==> config.mk <==
export PLATFORM = sky130hd
export DESIGN_NAME = fit_allocator_free_table_flat
export DESIGN_NICKNAME = d
export VERILOG_FILES = /design/src/design/fat_pkg.sv /design/src/design/fat_req_if.sv /design/src/design/fat_rsp_if.sv /design/src/design/fit_allocator_free_table.sv /design/src/design/fat_ram.sv /design/src/design/fat_fit_unit.sv /design/src/flat_wrapper.sv
export VERILOG_INCLUDE_DIRS = /design/src /design/src/design
export SDC_FILE = /design/constraint.sdc
export NUM_CORES = 2
export LEC_CHECK = 0
export BUFFER_PORTS_ARGS = -buffer_cell sky130_fd_sc_hd__buf_2
export CAP_MARGIN = 20
export CELL_PAD_IN_SITES_DETAIL_PLACEMENT = 0
export CELL_PAD_IN_SITES_GLOBAL_PLACEMENT = 2
export CORE_AREA = 8 8 313 619
export CTS_CLUSTER_DIAMETER = 80
export CTS_CLUSTER_SIZE = 20
export DETAILED_ROUTE_END_ITERATION = 10
export DIE_AREA = 0 0 321 627
export PLACE_DENSITY_LB_ADDON = 0.1
export SLEW_MARGIN = 30
export SYNTH_ARGS = -nofsm -noshare
export SYNTH_HDL_FRONTEND = slang
export SYNTH_SLANG_ARGS = --single-unit
==> constraint.sdc <==
create_clock -name clk -period 9.9 [get_ports clk]
set_input_delay 1.98 -clock clk [delete_from_list [all_inputs] [get_ports clk]]
set_output_delay 1.98 -clock clk [all_outputs]
set_load 0.005 [all_outputs]
==> src/design/assert_macros.svh <==
// ---------------------------------------------------------------------------
// Assertion macros
// Shared concurrent assertion forms, clocked on clk and held off in reset.
// ---------------------------------------------------------------------------
`ifndef ASSERT_MACROS_SVH
`define ASSERT_MACROS_SVH

// Property that must hold at every clock edge outside reset.
`define ASSERT_CLK(label, prop, msg) \
    label: assert property (@(posedge clk) disable iff (!rst_n) prop) else $error(msg);

// Condition that must never be seen at a clock edge outside reset.
`define ASSERT_NEVER(label, expr, msg) \
    label: assert property (@(posedge clk) disable iff (!rst_n) !(expr)) else $error(msg);

`endif

==> src/design/fat_pkg.sv <==
// ---------------------------------------------------------------------------
// fat_pkg
// Types, widths and codes shared by the fit allocator free table.
// ---------------------------------------------------------------------------
package fat_pkg;

    // Field widths fixed by the request and result formats.
    localparam int DATA_W    = 32;
    localparam int STATUS_W  = 3;
    localparam int CFG_IDX_W = 2;

    // Defaults for the top level parameters.
    localparam int FREE_ENTRIES_DEF = 16;
    localparam int ADDR_BITS_DEF    = 32;

    // Register reset values.
    localparam logic [DATA_W-1:0] HEAP_SIZE_RST = 32'd65536;

    // Configuration register indexes.
    localparam logic [CFG_IDX_W-1:0] CFG_FIT_MODE  = 2'd0;
    localparam logic [CFG_IDX_W-1:0] CFG_HEAP_BASE = 2'd1;
    localparam logic [CFG_IDX_W-1:0] CFG_HEAP_SIZE = 2'd2;

    // Result status codes.
    localparam logic [STATUS_W-1:0] STAT_TABLE    = 3'd0;
    localparam logic [STATUS_W-1:0] STAT_GROWN    = 3'd1;
    localparam logic [STATUS_W-1:0] STAT_OOM      = 3'd2;
    localparam logic [STATUS_W-1:0] STAT_RELEASED = 3'd3;
    localparam logic [STATUS_W-1:0] STAT_FULL     = 3'd4;

    // Request types.
    localparam logic REQ_ALLOC   = 1'b0;
    localparam logic REQ_RELEASE = 1'b1;

    // Sequencer states.
    typedef enum logic [2:0] {
        ST_IDLE,
        ST_SCAN,
        ST_COMPACT,
        ST_GROW,
        ST_RESULT
    } state_t;

    // Flags from the shared subtract and compare unit.
    typedef struct packed {
        logic fits;   // minuend >= subtrahend
        logic less;   // difference < bound
    } fit_flags_t;

endpackage

==> src/design/fat_req_if.sv <==
// ---------------------------------------------------------------------------
// fat_req_if
// Request channel: allocate or release, with valid/ready handshake.
// ---------------------------------------------------------------------------
interface fat_req_if;

    logic                      valid;
    logic                      ready;
    logic                      req_type;
    logic [fat_pkg::DATA_W-1:0] request_size;
    logic [fat_pkg::DATA_W-1:0] release_addr;

    modport source (
        output valid,
        output req_type,
        output request_size,
        output release_addr,
        input  ready
    );

    modport sink (
        input  valid,
        input  req_type,
        input  request_size,
        input  release_addr,
        output ready
    );

endinterface

==> src/design/fat_rsp_if.sv <==
// ---------------------------------------------------------------------------
// fat_rsp_if
// Result channel: status and granted chunk, with valid/ready handshake.
// ---------------------------------------------------------------------------
interface fat_rsp_if;

    logic                        valid;
    logic                        ready;
    logic [fat_pkg::STATUS_W-1:0] status;
    logic [fat_pkg::DATA_W-1:0]   grant_addr;
    logic [fat_pkg::DATA_W-1:0]   grant_size;

    modport source (
        output valid,
        output status,
        output grant_addr,
        output grant_size,
        input  ready
    );

    modport sink (
        input  valid,
        input  status,
        input  grant_addr,
        input  grant_size,
        output ready
    );

endinterface

==> src/design/fit_allocator_free_table.sv <==
// ---------------------------------------------------------------------------
// fit_allocator_free_table
// First fit / best fit allocator over an ordered table of free chunks.
// ---------------------------------------------------------------------------
//  Channel   Direction  Handshake            Content
//  req       in         valid/ready          req_type, request_size, release_addr
//  rsp       out        valid/ready          status, grant_addr, grant_size
//  cfg       in         cfg_we (no stall)    cfg_index, cfg_data
//
//  Release: the entry is appended when accepted, unless the table is full, then the result
//  goes to the output register. Allocate: scan, compaction, then the result. A full scan
//  reads every stored entry, and a first fit hit on entry i ends the scan there. Compaction
//  moves the entries behind the grant one place earlier. Growth follows a scan with no fit,
//  or comes straight on an empty table. Scan and compaction issue one table read per cycle.
//  One request is in work at a time; a result waits in the output register until taken.
//  Reset is asynchronous and active low; the table contents need no clearing.
// ---------------------------------------------------------------------------
`include "assert_macros.svh"

module fit_allocator_free_table #(
    parameter int FREE_ENTRIES = fat_pkg::FREE_ENTRIES_DEF,
    parameter int ADDR_BITS    = fat_pkg::ADDR_BITS_DEF
) (
    input  logic                          clk,
    input  logic                          rst_n,
    input  logic                          cfg_we,
    input  logic [fat_pkg::CFG_IDX_W-1:0] cfg_index,
    input  logic [fat_pkg::DATA_W-1:0]    cfg_data,
    fat_req_if.sink                       req,
    fat_rsp_if.source                     rsp
);

    localparam int DW         = fat_pkg::DATA_W;
    localparam int IDX_W      = $clog2(FREE_ENTRIES);
    localparam int CNT_W      = $clog2(FREE_ENTRIES + 1);
    localparam int ENTRY_W    = 2 * DW;
    localparam int GRANT_BITS = (ADDR_BITS < DW) ? ADDR_BITS : DW;

    // Sequencer and configuration.
    fat_pkg::state_t state_reg, state_next;
    logic            fit_mode_reg;
    logic [DW-1:0]   heap_base_reg;
    logic [DW-1:0]   heap_size_reg;

    // Table bookkeeping.
    logic [CNT_W-1:0] count_reg, count_next;
    logic [DW-1:0]    heap_used_reg, heap_used_next;

    // Request in work.
    logic          op_type_reg;
    logic [DW-1:0] op_size_reg;

    // Read pipeline over the table.
    logic [CNT_W-1:0] issue_idx_reg, issue_idx_next;
    logic             rd_vld_reg, rd_vld_next;
    logic [IDX_W-1:0] rd_idx_reg, rd_idx_next;

    // Chosen entry.
    logic             have_pick_reg, have_pick_next;
    logic [IDX_W-1:0] pick_idx_reg, pick_idx_next;
    logic [DW-1:0]    best_reg, best_next;
    logic [DW-1:0]    pick_size_reg, pick_size_next;
    logic [DW-1:0]    pick_addr_reg, pick_addr_next;

    // Pending result and output register.
    logic [fat_pkg::STATUS_W-1:0] res_status_reg, res_status_next;
    logic [DW-1:0]                res_addr_reg, res_addr_next;
    logic [DW-1:0]                res_size_reg, res_size_next;
    logic                         out_vld_reg, out_vld_next;
    logic [fat_pkg::STATUS_W-1:0] out_status_reg, out_status_next;
    logic [DW-1:0]                out_addr_reg, out_addr_next;
    logic [DW-1:0]                out_size_reg, out_size_next;

    // Table RAM ports.
    logic               ram_we;
    logic [IDX_W-1:0]   ram_waddr;
    logic [ENTRY_W-1:0] ram_wdata;
    logic               ram_re;
    logic [IDX_W-1:0]   ram_raddr;
    logic [ENTRY_W-1:0] ram_rdata;
    logic [DW-1:0]      entry_size;
    logic [DW-1:0]      entry_addr;

    // Shared unit ports.
    logic [DW-1:0]       fu_minuend;
    logic [DW-1:0]       fu_subtrahend;
    logic [DW-1:0]       fu_bound;
    logic [DW-1:0]       fu_surplus;
    fat_pkg::fit_flags_t fu_flags;

    logic                  accept;
    logic                  issue;
    logic                  take;
    logic                  scan_done;
    logic [IDX_W-1:0]      final_pick;
    logic [GRANT_BITS-1:0] heap_addr;

    assign accept     = req.valid && req.ready;
    assign entry_size = ram_rdata[ENTRY_W-1:DW];
    assign entry_addr = ram_rdata[DW-1:0];
    assign heap_addr  = heap_base_reg[GRANT_BITS-1:0] + heap_used_reg[GRANT_BITS-1:0];

    // Ordered table of free chunks: size in the upper half, address in the lower.
    fat_ram #(
        .WIDTH (ENTRY_W),
        .DEPTH (FREE_ENTRIES)
    ) u_table (
        .clk   (clk),
        .we    (ram_we),
        .waddr (ram_waddr),
        .wdata (ram_wdata),
        .re    (ram_re),
        .raddr (ram_raddr),
        .rdata (ram_rdata)
    );

    // The shared unit checks table entries during the scan and heap room during growth.
    always_comb
    begin
        if (state_reg == fat_pkg::ST_GROW)
        begin
            fu_minuend    = heap_size_reg;
            fu_subtrahend = heap_used_reg;
            fu_bound      = op_size_reg;
        end
        else
        begin
            fu_minuend    = entry_size;
            fu_subtrahend = op_size_reg;
            fu_bound      = best_reg;
        end
    end

    fat_fit_unit u_fit (
        .minuend    (fu_minuend),
        .subtrahend (fu_subtrahend),
        .bound      (fu_bound),
        .surplus    (fu_surplus),
        .flags      (fu_flags)
    );

    // Scan control: an entry is taken if it fits and is the first one, or, in best fit mode, strictly tighter.
    assign issue      = (issue_idx_reg < count_reg);
    assign take       = rd_vld_reg && fu_flags.fits &&
                        (!have_pick_reg || (fit_mode_reg && fu_flags.less));
    assign scan_done  = (take && !fit_mode_reg) || (!issue && !rd_vld_reg);
    assign final_pick = take ? rd_idx_reg : pick_idx_reg;

    assign req.ready      = (state_reg == fat_pkg::ST_IDLE);
    assign rsp.valid      = out_vld_reg;
    assign rsp.status     = out_status_reg;
    assign rsp.grant_addr = out_addr_reg;
    assign rsp.grant_size = out_size_reg;

    // Next state and datapath control.
    always_comb
    begin
        state_next      = state_reg;
        count_next      = count_reg;
        heap_used_next  = heap_used_reg;
        issue_idx_next  = issue_idx_reg;
        rd_vld_next     = rd_vld_reg;
        rd_idx_next     = rd_idx_reg;
        have_pick_next  = have_pick_reg;
        pick_idx_next   = pick_idx_reg;
        best_next       = best_reg;
        pick_size_next  = pick_size_reg;
        pick_addr_next  = pick_addr_reg;
        res_status_next = res_status_reg;
        res_addr_next   = res_addr_reg;
        res_size_next   = res_size_reg;
        out_vld_next    = out_vld_reg && !rsp.ready;
        out_status_next = out_status_reg;
        out_addr_next   = out_addr_reg;
        out_size_next   = out_size_reg;
        ram_we          = 1'b0;
        ram_waddr       = '0;
        ram_wdata       = '0;
        ram_re          = 1'b0;
        ram_raddr       = '0;

        unique case (state_reg)
            fat_pkg::ST_IDLE:
            begin
                if (accept)
                begin
                    if (req.req_type == fat_pkg::REQ_RELEASE)
                    begin
                        res_addr_next = '0;
                        res_size_next = '0;
                        if (count_reg == CNT_W'(FREE_ENTRIES))
                        begin
                            res_status_next = fat_pkg::STAT_FULL;
                        end
                        else
                        begin
                            ram_we          = 1'b1;
                            ram_waddr       = count_reg[IDX_W-1:0];
                            ram_wdata       = {req.request_size, req.release_addr};
                            count_next      = count_reg + 1'b1;
                            res_status_next = fat_pkg::STAT_RELEASED;
                        end
                        state_next = fat_pkg::ST_RESULT;
                    end
                    else
                    begin
                        issue_idx_next = '0;
                        rd_vld_next    = 1'b0;
                        have_pick_next = 1'b0;
                        state_next     = (count_reg == '0) ? fat_pkg::ST_GROW
                                                           : fat_pkg::ST_SCAN;
                    end
                end
            end

            fat_pkg::ST_SCAN:
            begin
                // One read issued per cycle; its data is checked in the following cycle.
                if (issue)
                begin
                    ram_re         = 1'b1;
                    ram_raddr      = issue_idx_reg[IDX_W-1:0];
                    issue_idx_next = issue_idx_reg + 1'b1;
                end
                rd_vld_next = issue;
                rd_idx_next = issue_idx_reg[IDX_W-1:0];
                if (take)
                begin
                    have_pick_next = 1'b1;
                    pick_idx_next  = rd_idx_reg;
                    best_next      = fu_surplus;
                    pick_size_next = entry_size;
                    pick_addr_next = entry_addr;
                end
                if (scan_done)
                begin
                    rd_vld_next = 1'b0;
                    if (take || have_pick_reg)
                    begin
                        issue_idx_next = CNT_W'(final_pick) + 1'b1;
                        state_next     = fat_pkg::ST_COMPACT;
                    end
                    else
                    begin
                        state_next = fat_pkg::ST_GROW;
                    end
                end
            end

            fat_pkg::ST_COMPACT:
            begin
                // Each entry behind the grant is read and written back one place earlier.
                if (issue)
                begin
                    ram_re         = 1'b1;
                    ram_raddr      = issue_idx_reg[IDX_W-1:0];
                    issue_idx_next = issue_idx_reg + 1'b1;
                end
                rd_vld_next = issue;
                rd_idx_next = issue_idx_reg[IDX_W-1:0];
                if (rd_vld_reg)
                begin
                    ram_we    = 1'b1;
                    ram_waddr = rd_idx_reg - 1'b1;
                    ram_wdata = ram_rdata;
                end
                if (!issue && !rd_vld_reg)
                begin
                    count_next      = count_reg - 1'b1;
                    res_status_next = fat_pkg::STAT_TABLE;
                    res_addr_next   = pick_addr_reg;
                    res_size_next   = pick_size_reg;
                    state_next      = fat_pkg::ST_RESULT;
                end
            end

            fat_pkg::ST_GROW:
            begin
                // Room is there when heap_used <= heap_size and the request fits the rest.
                if (fu_flags.fits && !fu_flags.less)
                begin
                    heap_used_next  = heap_used_reg + op_size_reg;
                    res_status_next = fat_pkg::STAT_GROWN;
                    res_addr_next   = DW'(heap_addr);
                    res_size_next   = op_size_reg;
                end
                else
                begin
                    res_status_next = fat_pkg::STAT_OOM;
                    res_addr_next   = '0;
                    res_size_next   = '0;
                end
                state_next = fat_pkg::ST_RESULT;
            end

            fat_pkg::ST_RESULT:
            begin
                // Hand the result over once the output register is free.
                if (!out_vld_reg || rsp.ready)
                begin
                    out_vld_next    = 1'b1;
                    out_status_next = res_status_reg;
                    out_addr_next   = res_addr_reg;
                    out_size_next   = res_size_reg;
                    state_next      = fat_pkg::ST_IDLE;
                end
            end

            default:
            begin
                state_next = fat_pkg::ST_IDLE;
            end
        endcase
    end

    // State register.
    always_ff @(posedge clk or negedge rst_n)
    begin
        if (!rst_n)
        begin
            state_reg <= fat_pkg::ST_IDLE;
        end
        else
        begin
            state_reg <= state_next;
        end
    end

    // Control registers and configuration.
    always_ff @(posedge clk or negedge rst_n)
    begin
        if (!rst_n)
        begin
            fit_mode_reg  <= 1'b0;
            heap_base_reg <= '0;
            heap_size_reg <= fat_pkg::HEAP_SIZE_RST;
            count_reg     <= '0;
            heap_used_reg <= '0;
            issue_idx_reg <= '0;
            rd_vld_reg    <= 1'b0;
            have_pick_reg <= 1'b0;
            out_vld_reg   <= 1'b0;
        end
        else
        begin
            if (cfg_we)
            begin
                unique case (cfg_index)
                    fat_pkg::CFG_FIT_MODE:  fit_mode_reg  <= cfg_data[0];
                    fat_pkg::CFG_HEAP_BASE: heap_base_reg <= cfg_data;
                    fat_pkg::CFG_HEAP_SIZE: heap_size_reg <= cfg_data;
                    default:                ;
                endcase
            end
            count_reg     <= count_next;
            heap_used_reg <= heap_used_next;
            issue_idx_reg <= issue_idx_next;
            rd_vld_reg    <= rd_vld_next;
            have_pick_reg <= have_pick_next;
            out_vld_reg   <= out_vld_next;
        end
    end

    // Payload registers.
    always_ff @(posedge clk)
    begin
        if (accept)
        begin
            op_type_reg <= req.req_type;
            op_size_reg <= req.request_size;
        end
        rd_idx_reg     <= rd_idx_next;
        pick_idx_reg   <= pick_idx_next;
        best_reg       <= best_next;
        pick_size_reg  <= pick_size_next;
        pick_addr_reg  <= pick_addr_next;
        res_status_reg <= res_status_next;
        res_addr_reg   <= res_addr_next;
        res_size_reg   <= res_size_next;
        out_status_reg <= out_status_next;
        out_addr_reg   <= out_addr_next;
        out_size_reg   <= out_size_next;
    end

    // Checks on the sequencer and table bookkeeping.
    `ASSERT_NEVER(a_count_in_range, count_reg > CNT_W'(FREE_ENTRIES), "free count beyond table depth")
    `ASSERT_CLK(a_busy_after_accept, accept |=> state_reg != fat_pkg::ST_IDLE, "idle after a request")
    `ASSERT_CLK(a_grant_shrinks_table, state_reg == fat_pkg::ST_COMPACT && state_next == fat_pkg::ST_RESULT |=> count_reg == CNT_W'($past(count_reg) - 1'b1), "table grant did not shrink the table")
    `ASSERT_CLK(a_release_type_kept, state_reg == fat_pkg::ST_SCAN |-> op_type_reg == fat_pkg::REQ_ALLOC, "table scan for a release request")
    `ASSERT_NEVER(a_write_in_scan, ram_we && state_reg == fat_pkg::ST_SCAN, "table written during the search")

endmodule

==> src/design/fat_ram.sv <==
// ---------------------------------------------------------------------------
// fat_ram
// Generic single write, single read RAM with registered read data.
// ---------------------------------------------------------------------------
module fat_ram #(
    parameter int WIDTH = 64,
    parameter int DEPTH = 16
) (
    input  logic                     clk,
    input  logic                     we,
    input  logic [$clog2(DEPTH)-1:0] waddr,
    input  logic [WIDTH-1:0]         wdata,
    input  logic                     re,
    input  logic [$clog2(DEPTH)-1:0] raddr,
    output logic [WIDTH-1:0]         rdata
);

    logic [WIDTH-1:0] mem_reg [DEPTH];
    logic [WIDTH-1:0] rdata_reg;

    // Write port and registered read port.
    always_ff @(posedge clk)
    begin
        if (we)
        begin
            mem_reg[waddr] <= wdata;
        end
        if (re)
        begin
            rdata_reg <= mem_reg[raddr];
        end
    end

    assign rdata = rdata_reg;

endmodule

==> src/design/fat_fit_unit.sv <==
// ---------------------------------------------------------------------------
// fat_fit_unit
// Shared subtract and compare unit used for table search and heap checks.
// ---------------------------------------------------------------------------
module fat_fit_unit (
    input  logic [fat_pkg::DATA_W-1:0] minuend,
    input  logic [fat_pkg::DATA_W-1:0] subtrahend,
    input  logic [fat_pkg::DATA_W-1:0] bound,
    output logic [fat_pkg::DATA_W-1:0] surplus,
    output fat_pkg::fit_flags_t        flags
);

    logic [fat_pkg::DATA_W:0] diff;

    // One wide subtract; the borrow tells whether the minuend covers the subtrahend.
    assign diff       = {1'b0, minuend} - {1'b0, subtrahend};
    assign surplus    = diff[fat_pkg::DATA_W-1:0];
    assign flags.fits = ~diff[fat_pkg::DATA_W];

    // The difference is then compared against the running bound.
    assign flags.less = (diff[fat_pkg::DATA_W-1:0] < bound);

endmodule
==> src/flat_wrapper.sv <==
// flat-port wrapper written by rule: the top's interface ports become plain ports
module fit_allocator_free_table_flat 
#(
    parameter int FREE_ENTRIES = fat_pkg::FREE_ENTRIES_DEF,
    parameter int ADDR_BITS    = fat_pkg::ADDR_BITS_DEF
)
  (clk, rst_n, cfg_we, cfg_index, cfg_data, req_valid, req_req_type, req_request_size, req_release_addr, req_ready, rsp_valid, rsp_status, rsp_grant_addr, rsp_grant_size, rsp_ready);
  fat_req_if req_i ();
  fat_rsp_if rsp_i ();
  input  logic clk;
  input  logic rst_n;
  input  logic cfg_we;
  input  logic [fat_pkg::CFG_IDX_W-1:0] cfg_index;
  input  logic [fat_pkg::DATA_W-1:0] cfg_data;
  input wire logic [$bits(req_i.valid)-1:0] req_valid;
  input wire logic [$bits(req_i.req_type)-1:0] req_req_type;
  input wire logic [$bits(req_i.request_size)-1:0] req_request_size;
  input wire logic [$bits(req_i.release_addr)-1:0] req_release_addr;
  output wire logic [$bits(req_i.ready)-1:0] req_ready;
  output wire logic [$bits(rsp_i.valid)-1:0] rsp_valid;
  output wire logic [$bits(rsp_i.status)-1:0] rsp_status;
  output wire logic [$bits(rsp_i.grant_addr)-1:0] rsp_grant_addr;
  output wire logic [$bits(rsp_i.grant_size)-1:0] rsp_grant_size;
  input wire logic [$bits(rsp_i.ready)-1:0] rsp_ready;
  assign req_i.valid = req_valid;
  assign req_i.req_type = req_req_type;
  assign req_i.request_size = req_request_size;
  assign req_i.release_addr = req_release_addr;
  assign req_ready = req_i.ready;
  assign rsp_valid = rsp_i.valid;
  assign rsp_status = rsp_i.status;
  assign rsp_grant_addr = rsp_i.grant_addr;
  assign rsp_grant_size = rsp_i.grant_size;
  assign rsp_i.ready = rsp_ready;
  fit_allocator_free_table #(.FREE_ENTRIES(FREE_ENTRIES), .ADDR_BITS(ADDR_BITS)) u_core (.clk(clk), .rst_n(rst_n), .cfg_we(cfg_we), .cfg_index(cfg_index), .cfg_data(cfg_data), .req(req_i), .rsp(rsp_i));
endmodule
### After elaboration in Yosys (flattened, before gate mapping)

Memories as Yosys holds them, arrays and structs flattened. A register that Yosys moved wholly into a read port is not among the register bits.
Index checks and enable logic that the tools add are counted.

* bits in writable memories: 1024
* memories: 1
* input bits: 104
* output and inout bits: 69
* register bits: 383

* equal/unequal tests: 15
* $lt $le $gt $ge: 2
* bitwise gates (word level): 1
* reductions and logical operators: 38
* multiplexer cells: 66
* $add $sub $neg: 8

Memory list
* u_core.u_table.mem_reg: words 16, width 64, read ports 1, clocked after Yosys merged registers in 1, wr ports 1, line fat_ram.sv:18 `logic [WIDTH-1:0] mem_reg [DEPTH];`

Operators by type and width (count)
* 32-bit two-way mux: 9
* 64-bit two-way mux: 4
* 32-bit case mux with 3 select lines: 2
* 64-bit case mux with 2 select lines: 1
* 32-bit adder: 2
* 5-bit two-way mux: 9
* 32-bit by 32-bit subtractor with 33-bit output: 1
* 32-bit < comparator: 1
* 4-bit two-way mux: 7
* 3-bit two-way mux: 9
* 1-bit two-way mux: 15
* 3-bit case mux with 5 select lines: 1
* 5-bit case mux with 3 select lines: 1
* 2-bit AND reduction: 6
* 4-bit AND reduction: 3
* 5-bit by 1-bit adder with 5-bit output (second input constant): 2
* 5-bit case mux with 2 select lines: 1
* 3-bit case mux with 3 select lines: 1
* 1-bit logical AND: 8
* 2-bit by 1-bit != test with 1-bit output (second input constant): 4
* 2-bit != test (second input constant): 4
* 4-bit case mux with 2 select lines: 1
* 1-bit logical NOT: 7
* 3-bit by 2-bit == test with 1-bit output (second input constant): 2
* other kinds (22): 29

### Logic depth before layout (Yosys ltp)

* word-level depth: 12
* mapped depth: 31

### Hierarchy

A second synthesis with hierarchy kept.

* cells, all modules: 3449
* area, all modules: 61385.1 µm²

Modules (own cells, without submodules)
* fat_ram: times used 1, cells each 1647, area an instance 40222.3 µm², seq. area each 32671.3 µm²
* fit_allocator_free_table: times used 1, cells each 1425, area an instance 18525.3 µm², seq. area each 10936.7 µm²
* fat_fit_unit: times used 1, cells each 377, area an instance 2637.5 µm², seq. area each 0.0 µm²

### Least setup slack after synthesis

OpenSTA, ideal clock, no wires.

* path kind: reg-to-reg
* start point: register u_core.state_reg[2]
* end point: register u_core.best_reg[0], enable pin
* slack: 37 ps
* clock period less this slack: 9863 ps
* setup time: 553 ps
* buffers on the path: 4
* data arrival time: 9311 ps
* stages on the path, launching flop included: 26
* cells stage by stage: dfrtp_1 > buf_2 > and3b_1 > clkbuf_1 > buf_1 > mux2i_1 > inv_1 > ha_1 > nor2b_1 > o31a_1 > o41a_1 > o21a_1 > a221o_1 > a21o_1 > a21o_1 > mux2i_1 > o2111ai_1 > ha_1 > a211oi_1 > o21ai_0 > o221ai_1 > o211ai_1 > o31ai_1 > o21ai_0 > buf_2 > nor2_1

* cells in the longest elaborated chain, start to end: 8

Ends and longest elaborated chain
* from (decl): line fit_allocator_free_table.sv:40 `fat_pkg::state_t state_reg, state_next;`
* from (signal assigned): line fit_allocator_free_table.sv:321 `state_reg <= fat_pkg::ST_IDLE;`
* from (signal assigned): line fit_allocator_free_table.sv:325 `state_reg <= state_next;`
* 3-bit by 2-bit == test with 1-bit output (*): line fit_allocator_free_table.sv:120 `if (state_reg == fat_pkg::ST_GROW)`
* 32-bit two-way mux: line fit_allocator_free_table.sv:120
* 32-bit by 32-bit subtractor with 33-bit output (*): line fat_fit_unit.sv:16 `assign diff = {1'b0, minuend} - {1'b0, subtrahend};`
* net u_core.fu_surplus[23]: line fit_allocator_free_table.sv:88 `logic [DW-1:0] fu_surplus;`
* 32-bit < comparator (*): line fat_fit_unit.sv:21 `assign flags.less = (diff[fat_pkg::DATA_W-1:0] < bound);`
* 1-bit logical AND (*): line fit_allocator_free_table.sv:145 `(!have_pick_reg || (fit_mode_reg && fu_flags.less));`
* 1-bit logical OR (*): line fit_allocator_free_table.sv:145
* 1-bit logical AND (*): line fit_allocator_free_table.sv:144 `assign take = rd_vld_reg && fu_flags.fits &&`
* 2-bit AND reduction (no source line) (*)
* to (signal assigned): line fit_allocator_free_table.sv:374 `best_reg <= best_next;`
* to (decl): line fit_allocator_free_table.sv:61 `logic [DW-1:0] best_reg, best_next;`

The timed path passes the listed nets; every way through them passes the cells marked *.
A chain may end at the register's enable or synchronous reset.

### Worst setup path in the final report

* start point: register u_core.state_reg[0]
* end point: register u_core.pick_addr_reg[28], enable pin

* cells in the longest elaborated chain, start to end: 8

Ends and longest elaborated chain
* 3-bit by 2-bit == test with 1-bit output (*): line fit_allocator_free_table.sv:120
* 32-bit two-way mux: line fit_allocator_free_table.sv:120
* 32-bit by 32-bit subtractor with 33-bit output (*): line fat_fit_unit.sv:16
* net u_core.fu_surplus[31]: line fit_allocator_free_table.sv:88
* 32-bit < comparator (*): line fat_fit_unit.sv:21
* 1-bit logical AND (*): line fit_allocator_free_table.sv:145
* 1-bit logical OR (*): line fit_allocator_free_table.sv:145
* 1-bit logical AND (*): line fit_allocator_free_table.sv:144
* 2-bit AND reduction (no source line) (*)
* to (signal assigned): line fit_allocator_free_table.sv:376 `pick_addr_reg <= pick_addr_next;`
* to (decl): line fit_allocator_free_table.sv:63 `logic [DW-1:0] pick_addr_reg, pick_addr_next;`

Marked as above.

==> flow_metrics.env <==
export IMPL_relSlewSlack_pct=35.1
export IMPL_period_needed_ns=7.54
export IMPL_grt_total_usage_pct=18.2
export IMPL_postRouteAntennaNets=0
export IMPL_mostFrequentLayoutCell="edfxtp_1"
export IMPL_finalCritPeriodShare_pct=76.2
export IMPL_overflow=0
export IMPL_postSynthCellCount=3431
export IMPL_end_kind="flop"
export IMPL_fmax_mhz=133
export IMPL_ctsRootBufferMaster="clkbuf_16"
export IMPL_synth_avg_cell_area_um2=17.8
export IMPL_first_iter_violations=2764
export IMPL_ys_types=75
export IMPL_via_count=32300
export IMPL_final_util_pct=36.5
export IMPL_rows=224
export IMPL_yosysWarnings=0
export IMPL_nFillCells=17500
export IMPL_rsz0062_at_grt="false"
export IMPL_worstMarginPinSlew_ns=0.973
export IMPL_io_pin_count=173
export IMPL_critPathBufInv=3
export IMPL_clockBufferDepth=3
export IMPL_powerDensity_nw_per_um2=281
export IMPL_power_mw=19.0
export IMPL_cts_tree="built"
export IMPL_dp_hpwl_mm=111
export IMPL_grt_pass1_vias=34400
export IMPL_max_stage_delay_ns=0.75
export IMPL_cp_required_ns=10.25
export IMPL_crit_type="flop to flop"
export IMPL_min_path_type="flop to flop"
export IMPL_ys_ff_latch=1471
export IMPL_slowest_stage="nand3b_1"
export IMPL_skew_ns=0.0236
export IMPL_core_area_um2=186000
export IMPL_critPathMaxFanout=97
export IMPL_path_cells="nand3b_1 > buf_4 > nand2_1 > nand2_1 > ha_1 > o21ai_0 > a21oi_1 > o31a_1 > o21a_1 > a221o_1 > a21o_1 > a211oi_2 > a21oi_1 > xor2_1 > ha_1 > a21oi_1 > o21ai_0 > a21oi_1 > o211ai_1 > o31ai_1 > o21ai_0 > buf_4 > nor2_4 > buf_12"
export IMPL_vdd_drop_max_mv=0.182
export IMPL_slew_viol_final=0
export IMPL_largest_register_ffs=1024
export IMPL_final_setup_viol_count=0
export IMPL_wl_per_cell_um=30.3
export IMPL_status="finished clean"
export IMPL_critPathMostFrequentCell="a21oi_1"
export IMPL_synth_area_um2=60900
export IMPL_cp_top_family="compound AO/OA/AOI/OAI gates"
export IMPL_synthFlopType="edfxtp_1"
export IMPL_vias_per_cell=5.26
export IMPL_maxCapViolCount=0
export IMPL_clk_pin_slew_ns=0.09
export IMPL_routed_wl_mm=186
export IMPL_worstPathArrival_ns=7.89
export IMPL_initial_core_util_pct=32.8
export IMPL_cts_sinks=1471
export IMPL_synth_edf_count=1358
export IMPL_hold_ws_ns=0.427
export IMPL_die_h_um=627
export IMPL_hold_viol_final=0
export IMPL_most_common_layout_cells="edfxtp_1, nand2_1, mux4_2, buf_2, ha_1"
export IMPL_area_growth_pct=11.1
export IMPL_postCtsHoldBufs=0
export IMPL_layout_drive_gt1_share_pct=19.3
export IMPL_seq_area_frac_synth_pct=71.6
export IMPL_grt_max_degree=107
export IMPL_antenna_found_initial=10
export IMPL_numCtsBuffers=84
export IMPL_clock_latency_ns=0.72
export IMPL_cp_start_kind="flop"
export IMPL_place_congestion=0.792
export IMPL_portBuffers=172
export IMPL_p_leak_nw=23.1
export IMPL_die_x_um=321
export IMPL_cts_resized=0
export IMPL_synth_nets=3675
export IMPL_nets=3845
export IMPL_h_tree_depth=3
export IMPL_drtPass1Iterations=7
export IMPL_grt_pass1_wl_mm=263
export IMPL_die_area_um2=201000
export IMPL_fin_tns_setup_ns=0
export IMPL_post_cts_buffers=0
export IMPL_synthArstFlopShare_pct=7.68
export IMPL_drc_errors=0
==> kinds of logic after synthesis <==
family,Yosys count,share of synthesized area (%)
flops,1471,71.6
xor+xnor,85,1.22
fa+ha+maj,140,2.93
simple gates,516,3.74
mux,390,11.8
compound gates,639,7.46
buf+inv,190,1.25
==> stage by stage <==
stage | setup WS, ns | cell area (um2) | std cells
6_report | 2.36 | 67700 | 6136
5_1_grt | 1.73 | 67700 | 6134
4_1_cts | 2.22 | 67600 | 6130
3_5_place_dp | 2.28 | 65200 | 5998
3_3_place_gp | 1.96 | 65100 | 5995
2_1_floorplan | 0.0366 | 60900 | 3431
==> final cells by class <==
| type | count | area (um2) | area share (%) |
|---|---|---|---|
| Antenna cell | 3 | 7.51 | 0.0111 |
| Clock buffer | 118 | 2230 | 3.29 |
| Clock inverter | 14 | 169 | 0.250 |
| Inverter | 42 | 159 | 0.235 |
| Multi-Input combinational cell | 1770 | 16700 | 24.7 |
| Sequential cell | 1471 | 43600 | 64.4 |
| Tap cell | 2486 | 3110 | 4.59 |
| Timing Repair Buffer | 232 | 1660 | 2.46 |
==> final timing paths <==
check / start / to / slack [ns] / cells after the start
setup / recovery: u_core.state_reg[0] / u_core.pick_addr_reg[28] / 2.36 / 24
hold / removal: u_core.res_size_reg[20] / u_core.rsp.grant_size[20] / 0.43 / 0
setup reg to reg: u_core.state_reg[0] / u_core.pick_addr_reg[28] / 2.36 / 24
hold reg to reg: u_core.res_size_reg[20] / u_core.rsp.grant_size[20] / 0.43 / 0
max in group asynchronous: rst_n / u_core.issue_idx_reg[1] / 7.58 / 2
min in group asynchronous: rst_n / u_core.heap_size_reg[29] / 1.21 / 1
==> report_power, final <==
part           internal (mW)  switching (mW)
clock network           1.62            2.06
logic                   2.59            3.96
registers               8.08           0.711
total                   12.3            6.73
==> Yosys cell counts (5+ instances only) <==
| master | instances | share of area [%] |
|---|---|---|
| a211o_1 | 9 | 0.13 |
| a211oi_1 | 16 | 0.20 |
| a211oi_2 | 5 | 0.10 |
| a21o_1 | 54 | 0.67 |
| a21oi_1 | 101 | 0.83 |
| a22o_1 | 102 | 1.5 |
| a22oi_1 | 133 | 1.6 |
| a31oi_1 | 7 | 0.072 |
| and2_1 | 10 | 0.10 |
| and3_1 | 12 | 0.12 |
| and4_1 | 5 | 0.072 |
| buf_1 | 27 | 0.17 |
| buf_2 | 36 | 0.30 |
| clkbuf_1 | 84 | 0.52 |
| dfrtp_1 | 112 | 4.6 |
| edfxtp_1 | 1358 | 67 |
| ha_1 | 136 | 2.8 |
| inv_1 | 42 | 0.26 |
| mux2_2 | 67 | 1.2 |
| mux2i_1 | 67 | 1.1 |
| mux4_2 | 256 | 9.5 |
| nand2_1 | 284 | 1.8 |
| nand2b_1 | 28 | 0.29 |
| nand3_1 | 25 | 0.21 |
| nand4_1 | 12 | 0.12 |
| nor2_1 | 84 | 0.52 |
| nor2b_1 | 7 | 0.072 |
| nor3_1 | 23 | 0.19 |
| nor4_1 | 5 | 0.051 |
| o2111ai_1 | 5 | 0.072 |
| o211ai_1 | 11 | 0.14 |
| o21a_1 | 19 | 0.23 |
| o21ai_0 | 101 | 0.83 |
| o21ai_1 | 7 | 0.058 |
| o21bai_1 | 17 | 0.21 |
| o31ai_1 | 8 | 0.099 |
| or2_2 | 6 | 0.062 |
| xnor2_1 | 47 | 0.68 |
| xor2_1 | 38 | 0.55 |
==> layer usage <==
layer	share of wire (%)	up-vias	global-route usage, %
li1	-	14100	-
met1	45	17400	25.0
met2	50	614	31.5
met3	3.3	139	1.93
met4	1.7	4	3.58
met5	0.012	-	0
Note: power is estimated with default switching activity, not from simulation.
